[src/design/adp_pkg.sv]
`timescale 1ns / 1ps

package adp_pkg;

	localparam int FrameHalves = 82 / 2;
	localparam int CntW = $clog2(FrameHalves);
	localparam int QuarterMs = 1000 / 4;
	localparam logic [31:0] TrigDelayMs = 32'd1000;
	localparam logic [5:0] ValidSecondsRst = 6'd62;
	localparam int CfgDataW = 64;

	// item kinds
	localparam logic [1:0] MODE_TICK     = 2'd0;
	localparam logic [1:0] MODE_DISCOVER = 2'd1;
	localparam logic [1:0] MODE_GM_UPD   = 2'd2;
	localparam logic [1:0] MODE_TRIGGER  = 2'd3;

	typedef enum logic [2:0] {
		CFG_ENTITY_ID  = 3'd0,
		CFG_MODEL_ID   = 3'd1,
		CFG_ENT_CAPS   = 3'd2,
		CFG_CTRL_CAPS  = 3'd3,
		CFG_VALID_SECS = 3'd4,
		CFG_STREAM     = 3'd5,
		CFG_SRC_MAC    = 3'd6
	} cfg_idx_t;

	typedef struct packed {
		logic [1:0]  mode;
		logic [31:0] now_ms;
		logic [63:0] id_value;
	} in_word_t;

	typedef struct packed {
		logic [15:0] frame_half;
		logic        last;
	} out_word_t;

	typedef struct packed {
		logic [63:0] own_entity_id;
		logic [63:0] model_id;
		logic [31:0] entity_caps;
		logic [31:0] controller_caps;
		logic [5:0]  valid_seconds;
		logic [63:0] stream_info;
		logic [47:0] source_mac;
	} cfg_t;

	// state captured for one frame at send time
	typedef struct packed {
		logic [31:0] avail_index;
		logic [63:0] grandmaster_id;
	} send_req_t;

endpackage

[src/design/adp_entity_advertiser.sv]
`timescale 1ns / 1ps

// availability advertiser for one AVDECC entity. Input words are ticks,
// parsed discover targets, grandmaster id updates and send triggers; a tick
// sends a frame when a quarter of the valid time has passed since the last
// send or a trigger has been pending for at least 1000 ms. A frame leaves as
// 41 big-endian halfwords, one per cycle unless the output stalls, the last
// one flagged. Input words are taken one per cycle, unless a sending tick is
// held, through a one-word input stage; a word that does not send leaves that
// stage in the next cycle. A tick that sends waits in the input stage only
// while the previous frame is still being shifted out, and the words behind
// it wait with it, so back-to-back sends are limited by the halfword
// serializer: a new frame starts only once the previous one's last halfword
// is in the output register. Output is through a registered word with
// valid/ready. Configuration is written through cfg_we/cfg_index/cfg_data,
// by the user only while no frame is in flight; the block does not enforce it.

module adp_entity_advertiser (
	input  logic                           clk,
	input  logic                           arst_n,
	input  logic                           in_valid,
	output logic                           in_ready,
	input  adp_pkg::in_word_t              in_word,
	output logic                           out_valid,
	input  logic                           out_ready,
	output adp_pkg::out_word_t             out_word,
	input  logic                           cfg_we,
	input  logic [2:0]                     cfg_index,
	input  logic [adp_pkg::CfgDataW-1:0]   cfg_data
);
	import adp_pkg::*;

	cfg_t      cfg_q;
	send_req_t send_req;
	logic      send_valid;
	logic      send_ready;

	// configuration registers, writes to unused indexes are dropped
	always_ff @(posedge clk or negedge arst_n) begin
		if (!arst_n) begin
			cfg_q.own_entity_id   <= '0;
			cfg_q.model_id        <= '0;
			cfg_q.entity_caps     <= '0;
			cfg_q.controller_caps <= '0;
			cfg_q.valid_seconds   <= ValidSecondsRst;
			cfg_q.stream_info     <= '0;
			cfg_q.source_mac      <= '0;
		end else if (cfg_we) begin
			unique case (cfg_index)
				CFG_ENTITY_ID:  cfg_q.own_entity_id   <= cfg_data;
				CFG_MODEL_ID:   cfg_q.model_id        <= cfg_data;
				CFG_ENT_CAPS:   cfg_q.entity_caps     <= cfg_data[31:0];
				CFG_CTRL_CAPS:  cfg_q.controller_caps <= cfg_data[31:0];
				CFG_VALID_SECS: cfg_q.valid_seconds   <= cfg_data[5:0];
				CFG_STREAM:     cfg_q.stream_info     <= cfg_data;
				CFG_SRC_MAC:    cfg_q.source_mac      <= cfg_data[47:0];
				default: begin
				end
			endcase
		end
	end

	// input stage, timers and advertise state
	adp_ctrl u_ctrl (
		.clk        (clk),
		.arst_n     (arst_n),
		.in_word    (in_word),
		.in_valid   (in_valid),
		.in_ready   (in_ready),
		.cfg        (cfg_q),
		.send_req   (send_req),
		.send_valid (send_valid),
		.send_ready (send_ready)
	);

	// frame builder and halfword serializer with output register
	adp_frame u_frame (
		.clk        (clk),
		.arst_n     (arst_n),
		.cfg        (cfg_q),
		.send_req   (send_req),
		.send_valid (send_valid),
		.send_ready (send_ready),
		.out_word   (out_word),
		.out_valid  (out_valid),
		.out_ready  (out_ready)
	);

endmodule

[src/design/adp_ctrl.sv]
`timescale 1ns / 1ps

module adp_ctrl (
	input  logic              clk,
	input  logic              arst_n,
	input  adp_pkg::in_word_t in_word,
	input  logic              in_valid,
	output logic              in_ready,
	input  adp_pkg::cfg_t     cfg,
	output adp_pkg::send_req_t send_req,
	output logic              send_valid,
	input  logic              send_ready
);
	import adp_pkg::*;

	in_word_t    word_s1;
	logic        valid_s1;
	logic [31:0] last_send_q;
	logic [31:0] trig_ms_q;
	logic        trig_pending_q;
	logic [31:0] avail_index_q;
	logic [63:0] gm_id_q;

	logic [13:0] qp;
	logic        timed;
	logic        trig;
	logic        is_tick;
	logic        done_s1;
	logic        disc_hit;

	assign qp       = 14'(cfg.valid_seconds) * 14'(QuarterMs);
	assign timed    = (word_s1.now_ms - last_send_q) >= {18'd0, qp};
	assign trig     = trig_pending_q && ((word_s1.now_ms - trig_ms_q) >= TrigDelayMs);
	assign is_tick  = word_s1.mode == MODE_TICK;
	assign disc_hit = (word_s1.id_value == cfg.own_entity_id) ||
	                  (word_s1.id_value == '1) || (word_s1.id_value == '0);

	assign send_valid = valid_s1 && is_tick && (timed || trig);
	assign done_s1    = !send_valid || send_ready;
	assign in_ready   = !valid_s1 || done_s1;

	assign send_req.avail_index    = avail_index_q;
	assign send_req.grandmaster_id = gm_id_q;

	always_ff @(posedge clk) begin
		if (in_valid && in_ready) begin
			word_s1 <= in_word;
		end
	end

	always_ff @(posedge clk or negedge arst_n) begin
		if (!arst_n) begin
			valid_s1       <= 1'b0;
			last_send_q    <= '0;
			trig_ms_q      <= '0;
			trig_pending_q <= 1'b0;
			avail_index_q  <= '0;
			gm_id_q        <= '0;
		end else begin
			if (in_ready) begin
				valid_s1 <= in_valid;
			end
			if (valid_s1 && done_s1) begin
				unique case (word_s1.mode)
					MODE_TICK: begin
						if (send_valid) begin
							trig_pending_q <= 1'b0;
							last_send_q    <= word_s1.now_ms;
							avail_index_q  <= avail_index_q + 32'd1;
						end
					end
					MODE_DISCOVER: begin
						if (disc_hit) begin
							last_send_q <= last_send_q - {18'd0, qp};
						end
					end
					MODE_GM_UPD: begin
						if (word_s1.id_value != gm_id_q) begin
							gm_id_q <= word_s1.id_value;
							if (!trig_pending_q) begin
								trig_pending_q <= 1'b1;
								trig_ms_q      <= word_s1.now_ms;
							end
						end
					end
					MODE_TRIGGER: begin
						if (!trig_pending_q) begin
							trig_pending_q <= 1'b1;
							trig_ms_q      <= word_s1.now_ms;
						end
					end
					default: begin
					end
				endcase
			end
		end
	end

	a_send_clears_trig: assert property (@(posedge clk) disable iff (!arst_n)
		send_valid && send_ready |=> !trig_pending_q)
		else $error("pending trigger survived a send");

	a_send_bumps_index: assert property (@(posedge clk) disable iff (!arst_n)
		send_valid && send_ready |=> avail_index_q == $past(avail_index_q) + 32'd1)
		else $error("available index not advanced after send");

	a_stall_holds: assert property (@(posedge clk) disable iff (!arst_n)
		valid_s1 && !done_s1 |=> valid_s1 && word_s1 == $past(word_s1))
		else $error("stalled item lost from stage one");

endmodule

[src/design/adp_frame.sv]
`timescale 1ns / 1ps

module adp_frame (
	input  logic               clk,
	input  logic               arst_n,
	input  adp_pkg::cfg_t      cfg,
	input  adp_pkg::send_req_t send_req,
	input  logic               send_valid,
	output logic               send_ready,
	output adp_pkg::out_word_t out_word,
	output logic               out_valid,
	input  logic               out_ready
);
	import adp_pkg::*;

	localparam logic [CntW-1:0] LastIdx = CntW'(FrameHalves - 1);

	logic            busy_q;
	logic [CntW-1:0] cnt_q;
	send_req_t       snap_q;
	logic            out_valid_q;
	out_word_t       out_word_q;
	logic            advance;
	logic [15:0]     half;

	assign send_ready = !busy_q;
	assign advance    = busy_q && (!out_valid_q || out_ready);
	assign out_valid  = out_valid_q;
	assign out_word   = out_word_q;

	// halfword at position cnt_q of the available frame
	always_comb begin
		case (cnt_q)
			6'd0:  half = 16'h91E0;
			6'd1:  half = 16'hF001;
			6'd2:  half = 16'h0000;
			6'd3:  half = cfg.source_mac[47:32];
			6'd4:  half = cfg.source_mac[31:16];
			6'd5:  half = cfg.source_mac[15:0];
			6'd6:  half = 16'h22F0;
			6'd7:  half = 16'hFA00;
			6'd8:  half = {cfg.valid_seconds[5:1], 3'b000, 8'h38};
			6'd9:  half = cfg.own_entity_id[63:48];
			6'd10: half = cfg.own_entity_id[47:32];
			6'd11: half = cfg.own_entity_id[31:16];
			6'd12: half = cfg.own_entity_id[15:0];
			6'd13: half = cfg.model_id[63:48];
			6'd14: half = cfg.model_id[47:32];
			6'd15: half = cfg.model_id[31:16];
			6'd16: half = cfg.model_id[15:0];
			6'd17: half = cfg.entity_caps[31:16];
			6'd18: half = cfg.entity_caps[15:0];
			6'd19: half = cfg.stream_info[63:48];
			6'd20: half = cfg.stream_info[47:32];
			6'd21: half = cfg.stream_info[31:16];
			6'd22: half = cfg.stream_info[15:0];
			6'd23: half = cfg.controller_caps[31:16];
			6'd24: half = cfg.controller_caps[15:0];
			6'd25: half = snap_q.avail_index[31:16];
			6'd26: half = snap_q.avail_index[15:0];
			6'd27: half = snap_q.grandmaster_id[63:48];
			6'd28: half = snap_q.grandmaster_id[47:32];
			6'd29: half = snap_q.grandmaster_id[31:16];
			6'd30: half = snap_q.grandmaster_id[15:0];
			default: half = 16'h0000;
		endcase
	end

	always_ff @(posedge clk) begin
		if (send_valid && !busy_q) begin
			snap_q <= send_req;
		end
		if (advance) begin
			out_word_q.frame_half <= half;
			out_word_q.last       <= cnt_q == LastIdx;
		end
	end

	always_ff @(posedge clk or negedge arst_n) begin
		if (!arst_n) begin
			busy_q      <= 1'b0;
			cnt_q       <= '0;
			out_valid_q <= 1'b0;
		end else begin
			if (send_valid && !busy_q) begin
				busy_q <= 1'b1;
				cnt_q  <= '0;
			end
			if (advance) begin
				out_valid_q <= 1'b1;
				cnt_q       <= cnt_q + CntW'(1);
				if (cnt_q == LastIdx) begin
					busy_q <= 1'b0;
				end
			end else if (out_ready) begin
				out_valid_q <= 1'b0;
			end
		end
	end

	a_cnt_range: assert property (@(posedge clk) disable iff (!arst_n)
		busy_q |-> cnt_q <= LastIdx)
		else $error("halfword counter ran past frame end");

	a_last_ends_frame: assert property (@(posedge clk) disable iff (!arst_n)
		advance && cnt_q == LastIdx |=> !busy_q && out_word_q.last)
		else $error("frame did not close on its last word");

	a_no_last_mid: assert property (@(posedge clk) disable iff (!arst_n)
		advance && cnt_q != LastIdx |=> busy_q && !out_word_q.last)
		else $error("last flag raised inside a frame");

endmodule
[config.mk]
export PLATFORM = sky130hd
export DESIGN_NAME = adp_entity_advertiser
export DESIGN_NICKNAME = d
export VERILOG_FILES = /design/src/design/adp_pkg.sv /design/src/design/adp_entity_advertiser.sv /design/src/design/adp_ctrl.sv /design/src/design/adp_frame.sv
export SDC_FILE = /design/constraint.sdc
export NUM_CORES = 1
export LEC_CHECK = 0
export BUFFER_PORTS_ARGS = -buffer_cell sky130_fd_sc_hd__buf_2
export CAP_MARGIN = 20
export CORE_MARGIN = 10
export CORE_UTILIZATION = 40
export CTS_BUF_LIST = sky130_fd_sc_hd__clkbuf_4 sky130_fd_sc_hd__clkbuf_8
export CTS_CLUSTER_DIAMETER = 100
export DETAILED_ROUTE_END_ITERATION = 12
export PLACE_DENSITY_LB_ADDON = 0.15
export SLEW_MARGIN = 5
export SYNTH_ARGS = -nofsm -noshare
export SYNTH_HDL_FRONTEND = slang
export SYNTH_SLANG_ARGS = --single-unit
export TNS_END_PERCENT = 5
[constraint.sdc]
create_clock -name clk -period 8.5 [get_ports clk]
set_input_delay 0.85 -clock clk [delete_from_list [all_inputs] [get_ports clk]]
set_output_delay 0.85 -clock clk [all_outputs]
set_load 0.02 [all_outputs]
==> flow_summary.toml, run 1 <==
[finish]
final_nets = 3457
syn2layout_area_growth_pct = 14.27
drive_gt1_share_pct = 26.83
nFillCells = 8028

[sta]
fmax_ghz = 0.1233
setup-violations-final = 0
layout_setup_ws_ns = 0.3893
finalCritPeriodShare_pct = 95.42
rsz0062_at_grt = "false"
fin_skew_ns = 0.07388
hold_viol = 0
slew_violations = 0
slew_headroom_pct = 24.93
tns_ns = 0
tightest_slew_ns = 1.126
fin_crit_ns = 8.111

[power_and_ir_drop]
leakagePower_nw = 16.35
p_comb_share_pct = 39.8
switching_share_pct = 38.97
power_frac_clock_pct = 24.5
power.total_mw = 12.99
power_density_mw_per_mm2 = 326.9
power.switching_mw = 5.062
ir_worst_vdd_uv = 257.7
p_int_mw = 7.929
seqPwrFrac_pct = 35.7

[yosys]
synth_nets = 3212
yosys.area.top_type = "dfrtp_1"
synthArstFlopShare_pct = 69.46
yosysUniqueCellTypes = 81
synth_area_sq_mm = 0.03478
synth-seq-cells = 691
ys_warn_count = 0
synth_common_cells = "dfrtp_1, mux2_2, edfxtp_1"
synthFlopType = "dfrtp_1"
yosysMostFrequentCell = "dfrtp_1"
syn_inst = 2910
synth.avg_cell_area_sq_um = 11.95
yosysTopAreaCellShare_pct = 34.18
synth-edff-count = 211
synthTopCellsByArea = "dfrtp_1, edfxtp_1, mux2_2, ha_1, xor2_1"
seq_area_frac_synth_pct = 52.78

[clocking]
cts_tree = "done"
clk-insertion-delay-late_ns = 0.83
cts_buffers = 118
cts.htree.levels = 3
cts_root_buf = "clkbuf_8"
hold_buffers = 0
path_clk_slew_ns = 0.06
cts_sinks = 691
cts_buffer_depth = 3

[place]
gp_congestion = 0.9228
dp_hpwl_microns = 91970
post-place-ws_ns = 0.9841
io_buffers = 188

[hold_path]
min_path_type = "in2async"

[route]
drt-total-wl_microns = 125000
drtAntennaViolNets = 0
drc = 0
via_per_inst = 5.983
drt_iter0_markers = 2567
dr.pass1.iters = 8
avgRoutedWirePerCell_microns = 28.32
vias = 26400

[worst_setup_path]
critical_path_class = "reg2out"
cp_max_fo = 6
start_kind = "flop"
cp_data_required_time_ns = 7.65
endpoint_kind = "output pin"
arrival_ns = 7.26

[global_routing]
use_met2_pct = 35.77
grt_overflow_total = 0
grt_pass1_wl_microns = 180900
grt_usage_pct = 24.64
grt_util_met3_pct = 6.568
antenna_found_initial = 6
grt_max_degree = 127
grt_use_met1_pct = 35.09
busiest_layer = "met2"
grt_pass1_vias = 26300

[flow_run]
cap_violations = 0

[die]
fp-row-count = 108
die_w_microns = 314.9
coreArea_sq_mm = 0.08648
pin_count = 189
dieArea_sq_mm = 0.09913
die_height_microns = 314.9
start_util_pct = 40.21

[status]
status = "finished clean"
## sequential cells by signal, summed over array words and instances (netlist names)
name                   flops
u_ctrl.trig_pending_q      1
u_ctrl.trig_ms_q          32
u_ctrl.word_s1            98
u_ctrl.avail_index_q      32
u_ctrl.last_send_q        32
u_ctrl.valid_s1            1
u_frame.out_valid          1
cfg_q                    310
u_frame.snap_q            96
u_frame.busy_q             1
u_frame.cnt_q              6
u_ctrl.gm_id_q            64
u_frame.out_word          17
## final cells by class
class	instances	area (sq um)	area share, %
flip-flops and latches	691	18350	46.19
multi-input cells	1967	15500	39.01
clock buffers	180	2221	5.589
well taps	1155	1445	3.637
repair buffers	247	1421	3.577
inverters	130	490.5	1.234
clock inverters	42	301.5	0.7588
diodes	1	2.502	0.006297
## power groups by stage
stage | registers (mW) | logic, mW | clock network [mW]
floorplan | 4.48 | 3.61 | 0
global placement | 4.65 | 5.00 | 0
detailed placement | 4.68 | 5.07 | 0
CTS | 4.62 | 5.11 | 3.25
global route | 4.69 | 5.70 | 3.39
finish | 4.63 | 5.17 | 3.18
## layout by cell type, fill, tap and decap left out, types with 49 or more instances in the layout
| cell type | n |
|---|---|
| xnor2_1 | 75 |
| a22oi_1 | 81 |
| xor2_1 | 125 |
| a221oi_1 | 49 |
| clkbuf_8 | 139 |
| edfxtp_1 | 211 |
| nor2_1 | 128 |
| nor4_1 | 54 |
| o21ai_0 | 100 |
| buf_2 | 186 |
| inv_1 | 128 |
| dfrtp_1 | 475 |
| mux2_2 | 372 |
| buf_4 | 57 |
| nand3_1 | 53 |
| nand4_1 | 100 |
| nand2_1 | 144 |
| ha_1 | 116 |
| a21oi_1 | 116 |
## critical path, stage by stage, from the launching register on
cell and delay [ns]:
dfstp_2 0.60, fa_1 0.48, ha_1 0.33, fa_1 0.49
ha_1 0.24, fa_1 0.41, a21o_1 0.19, a21oi_2 0.17
o21bai_1 0.10, a21oi_2 0.18, o21bai_1 0.08, a21oi_1 0.18
xnor2_1 0.18, ha_1 0.29, a21oi_1 0.18, o211ai_1 0.12
a31oi_1 0.15, nand4_1 0.13, nor4_2 0.28, nand4_1 0.14
or4_1 0.50, a2111o_2 0.50, nor4bb_1 0.18, nand2_1 0.14
clkbuf_4 0.22
## repair_timing
| item | in CTS | in global routing |
|---|---|---|
| buffers inserted | 0 | 6 |
| resized for setup | 0 | 5 |
| endpoints found under the setup margin | 0 | 1 |
## cell families (layout without fill, tap and decap cells)
logic type      Yosys count  after routing  share of synthesized area, %
compound gates          629            629                         12.81
fa+ha+maj               132            132                         5.095
xor+xnor                200            200                         5.037
buf+inv                 252            599                         2.857
simple gates            625            625                         9.117
mux                     381            381                         12.30
flops                   691            691                         52.78
other cells               0              1                             0
## layer usage
metal	vias to the layer above	share of wire (%)
met3	228	9.6
li1	11500	-
met2	1220	42
met5	-	0
met4	0	3.6
met1	13460	45
## worst paths after layout
path                                                 from                           endpoint  slack [ns]  cells after the start
min in group clk                              in_word[67]       u_ctrl.word_s1[67]$_DFFE_PP_        0.24                      1
hold / removal                                     arst_n              cfg_q[72]$_DFFE_PN0P_        0.08                      1
hold reg to reg            u_ctrl.gm_id_q[18]$_DFFE_PN0P_       u_frame.snap_q[18]$_DFFE_PP_        0.45                      0
max in group asynchronous                          arst_n     u_ctrl.gm_id_q[13]$_DFFE_PN0P_        6.88                      2
setup / recovery                   cfg_q[113]$_DFFE_PN1P_                           in_ready        0.39                     24
setup reg to reg                   cfg_q[113]$_DFFE_PN1P_  u_ctrl.last_send_q[2]$_DFFE_PN0P_        0.97                     26
## through the flow
| step | util, % | cell area [sq um] | hold slack [ns] | cells |
|---|---|---|---|---|
| 6_report | 45.95 | 39740 | 0.08110 | 4413 |
| 5_1_grt | 45.95 | 39740 | 0.09468 | 4413 |
| 4_1_cts | 45.87 | 39670 | 0.04502 | 4406 |
| 3_5_place_dp | 42.96 | 37150 | 0.4755 | 4184 |
| 3_3_place_gp | 42.96 | 37150 | 0.4641 | 4184 |
| 2_1_floorplan | - | 34780 | 0.4372 | 2910 |
(Power assumes the default switching activity.)
==> run 2, diff against run 1 <==
--- a/config.mk
+++ b/config.mk
@@ -16,5 +16,6 @@
 export SLEW_MARGIN = 5
 export SYNTH_ARGS = -nofsm -noshare
 export SYNTH_HDL_FRONTEND = slang
+export SYNTH_HIERARCHICAL = 1
 export SYNTH_SLANG_ARGS = --single-unit
 export TNS_END_PERCENT = 5
==> flow_summary.toml, run 2 <==
[worst_setup_path]
cp_slowest_cell = "dfstp_2"
cp_data_required_time_ns = 7.65
cp.buffers_inverters = 1
crit_family = "adder cells"
worstPathCellList = "fa_1, ha_1, fa_1, ha_1, fa_1, a21o_1, a21oi_1, o21bai_1, a21oi_1, xnor2_1, ha_1, a21oi_1, o211ai_1, a221oi_1, a311oi_1, nor4_1, and4_1, nand4b_1, a211o_1, and3_1, nand2_1, buf_2"
endpoint_kind = "output pin"
arrival_ns = 6.93
critPathMaxStageDelay_ns = 0.64
critical_path_class = "reg2out"
start_kind = "flop"
cp_max_fo = 7

[yosys]
syn_inst = 3050
yosys.area.top_type = "dfrtp_1"
synthTopCellsByArea = "dfrtp_1, edfxtp_1, mux2_2, ha_1, xnor2_1"
synth-edff-count = 211
synth.avg_cell_area_sq_um = 12.00
ys_warn_count = 6
yosysMostFrequentCell = "dfrtp_1"
yosysTopAreaCellShare_pct = 32.47
synth_nets = 3357
synth_area_sq_mm = 0.03661
synthFlopType = "dfrtp_1"
synth_common_cells = "dfrtp_1, mux2_2, edfxtp_1"
synthArstFlopShare_pct = 69.46
yosysUniqueCellTypes = 97
synth-seq-cells = 691
seq_area_frac_synth_pct = 50.14

[sta]
holdWs_ns = 0.1651
fin_skew_ns = 0.06515
fin_crit_ns = 7.785
setup-violations-final = 0
tightest_slew_ns = 1.223
slew_violations = 0
finalCritPeriodShare_pct = 91.58
rsz0062_at_grt = "false"
fmax_ghz = 0.1285
tns_ns = 0
slew_headroom_pct = 16.36
hold_viol = 0

[route]
drt_iter0_markers = 3068
via_per_inst = 6.120
drtAntennaViolNets = 0
dr.pass1.iters = 6
avgRoutedWirePerCell_microns = 30.12
drc = 0
drt-total-wl_microns = 137200
vias = 27880

[die]
pin_count = 189
die_w_microns = 322.5
start_util_pct = 40.49
coreArea_sq_mm = 0.09042
fp-row-count = 110
dieArea_sq_mm = 0.1040
die_height_microns = 322.5

[hold_path]
min_path_type = "in2async"

[finish]
largestRegisters = "cfg_q (310), u_ctrl/word_s1 (98), u_frame/snap_q (96)"
mostFrequentLayoutCells = "dfrtp_1, mux2_2, edfxtp_1, buf_2, xnor2_1"
final_util_pct = 45.90
final_nets = 3577
largest_register_ffs = 310
syn2layout_area_growth_pct = 13.37
drive_gt1_share_pct = 26.40
layout_commonest_cell = "dfrtp_1"
final_area_sq_mm = 0.04150
max_flop_register = "cfg_q"

[clocking]
path_clk_slew_ns = 0.06
clk-insertion-delay-late_ns = 0.79
postCtsSetupBuffers = 0
cts_root_buf = "clkbuf_8"
cts_resized = 0
cts_tree = "done"
cts_buffers = 118
cts_buffer_depth = 3
cts_sinks = 691
hold_buffers = 0
cts.htree.levels = 3

[global_routing]
antenna_found_initial = 5
grt_usage_pct = 25.81
grt_pass1_vias = 27620
grt_max_degree = 133
grt_pass1_wl_microns = 197300
grt_overflow_total = 0

[flow_run]
cap_violations = 0

[power_and_ir_drop]
power.total_mw = 15.06
leakagePower_nw = 17.07
ir_worst_vdd_uv = 300.7
power_density_mw_per_mm2 = 362.9

[place]
gp_congestion = 0.9744
dp_hpwl_microns = 101300
dpl-instance-area_sq_mm = 0.03874
io_buffers = 188

[status]
status = "finished clean"
run 2: changes by cell type in the layout (fill, tap and decap cells not counted), moves of 20 or more:
cell / delta
mux2_2: -42
a22o_1: -27
mux2i_1: +39
and3_1: +20
mux2_4: +27
a22oi_1: +47
xor2_1: -88
xnor2_1: +85
nor2_1: -33
a221oi_1: -32
o21ai_0: -43
mux2_1: +63
run 2: logic make-up (layout without fill, tap and decap cells):
kind of cell / Yosys count / after routing / synth area share, %
XOR/XNOR: 197 / 197 / 4.713
multiplexers: 468 / 468 / 14.51
adder cells (fa/ha/maj): 137 / 137 / 5.010
AND/OR/NAND/NOR: 675 / 675 / 10.22
buffers and inverters: 283 / 608 / 3.739
other: 0 / 5 / 0
flip-flops: 691 / 691 / 50.14
AO/OA/AOI/OAI: 599 / 599 / 11.68
run 2: metrics by stage:
step,std cells,setup slack (ns)
after floorplan,3050,0.2298
after global placement,4324,1.350
after detailed placement,4324,1.260
after CTS,4549,0.6034
after global routing,4553,0.2921
final,4556,0.7155
run 2: area by class of cell:
type                    count  area, sq um
clock buffers             190         2340
well taps                1176         1471
diodes                      5        12.51
multi-input cells        2076        17020
flip-flops and latches    691        18360
clock inverters            35        365.4
fillers                  8330        48920
inverters                 147        554.3
repair buffers            236         1389
run 2: final timing paths:
| check | from | endpoint | slack [ns] | cells past startpoint |
|---|---|---|---|---|
| min in group clk | in_word[0] | u_ctrl/word_s1[0]$_DFFE_PP_ | 0.24 | 1 |
| setup / recovery | cfg_q[113]$_DFFE_PN1P_ | in_ready | 0.72 | 22 |
| hold reg to reg | u_ctrl/gm_id_q[20]$_DFFE_PN0P_ | u_frame/snap_q[20]$_DFFE_PP_ | 0.46 | 0 |
| setup reg to reg | cfg_q[113]$_DFFE_PN1P_ | u_ctrl/trig_ms_q[4]$_DFFE_PN0P_ | 1.32 | 22 |
| max in group asynchronous | arst_n | cfg_q[252]$_DFFE_PN0P_ | 6.93 | 2 |
| hold / removal | arst_n | cfg_q[5]$_DFFE_PN0P_ | 0.17 | 1 |
run 2: routing by layer:
layer  GRT usage [%]  vias to the layer above  share of wire, %
li1                -                    11920                 -
met1           36.86                    14240                45
met2           36.53                     1459                41
met3           7.758                      264                10
met4           9.077                        2               3.4
met5               0                        -            0.0095
run 2: power by group:
part | total (mW) | internal (mW) | switching [mW]
Clock | 3.38 | 1.94 | 1.45
Combinational | 6.79 | 2.73 | 4.06
Sequential | 4.89 | 4.20 | 0.688
Total | 15.1 | 8.86 | 6.20
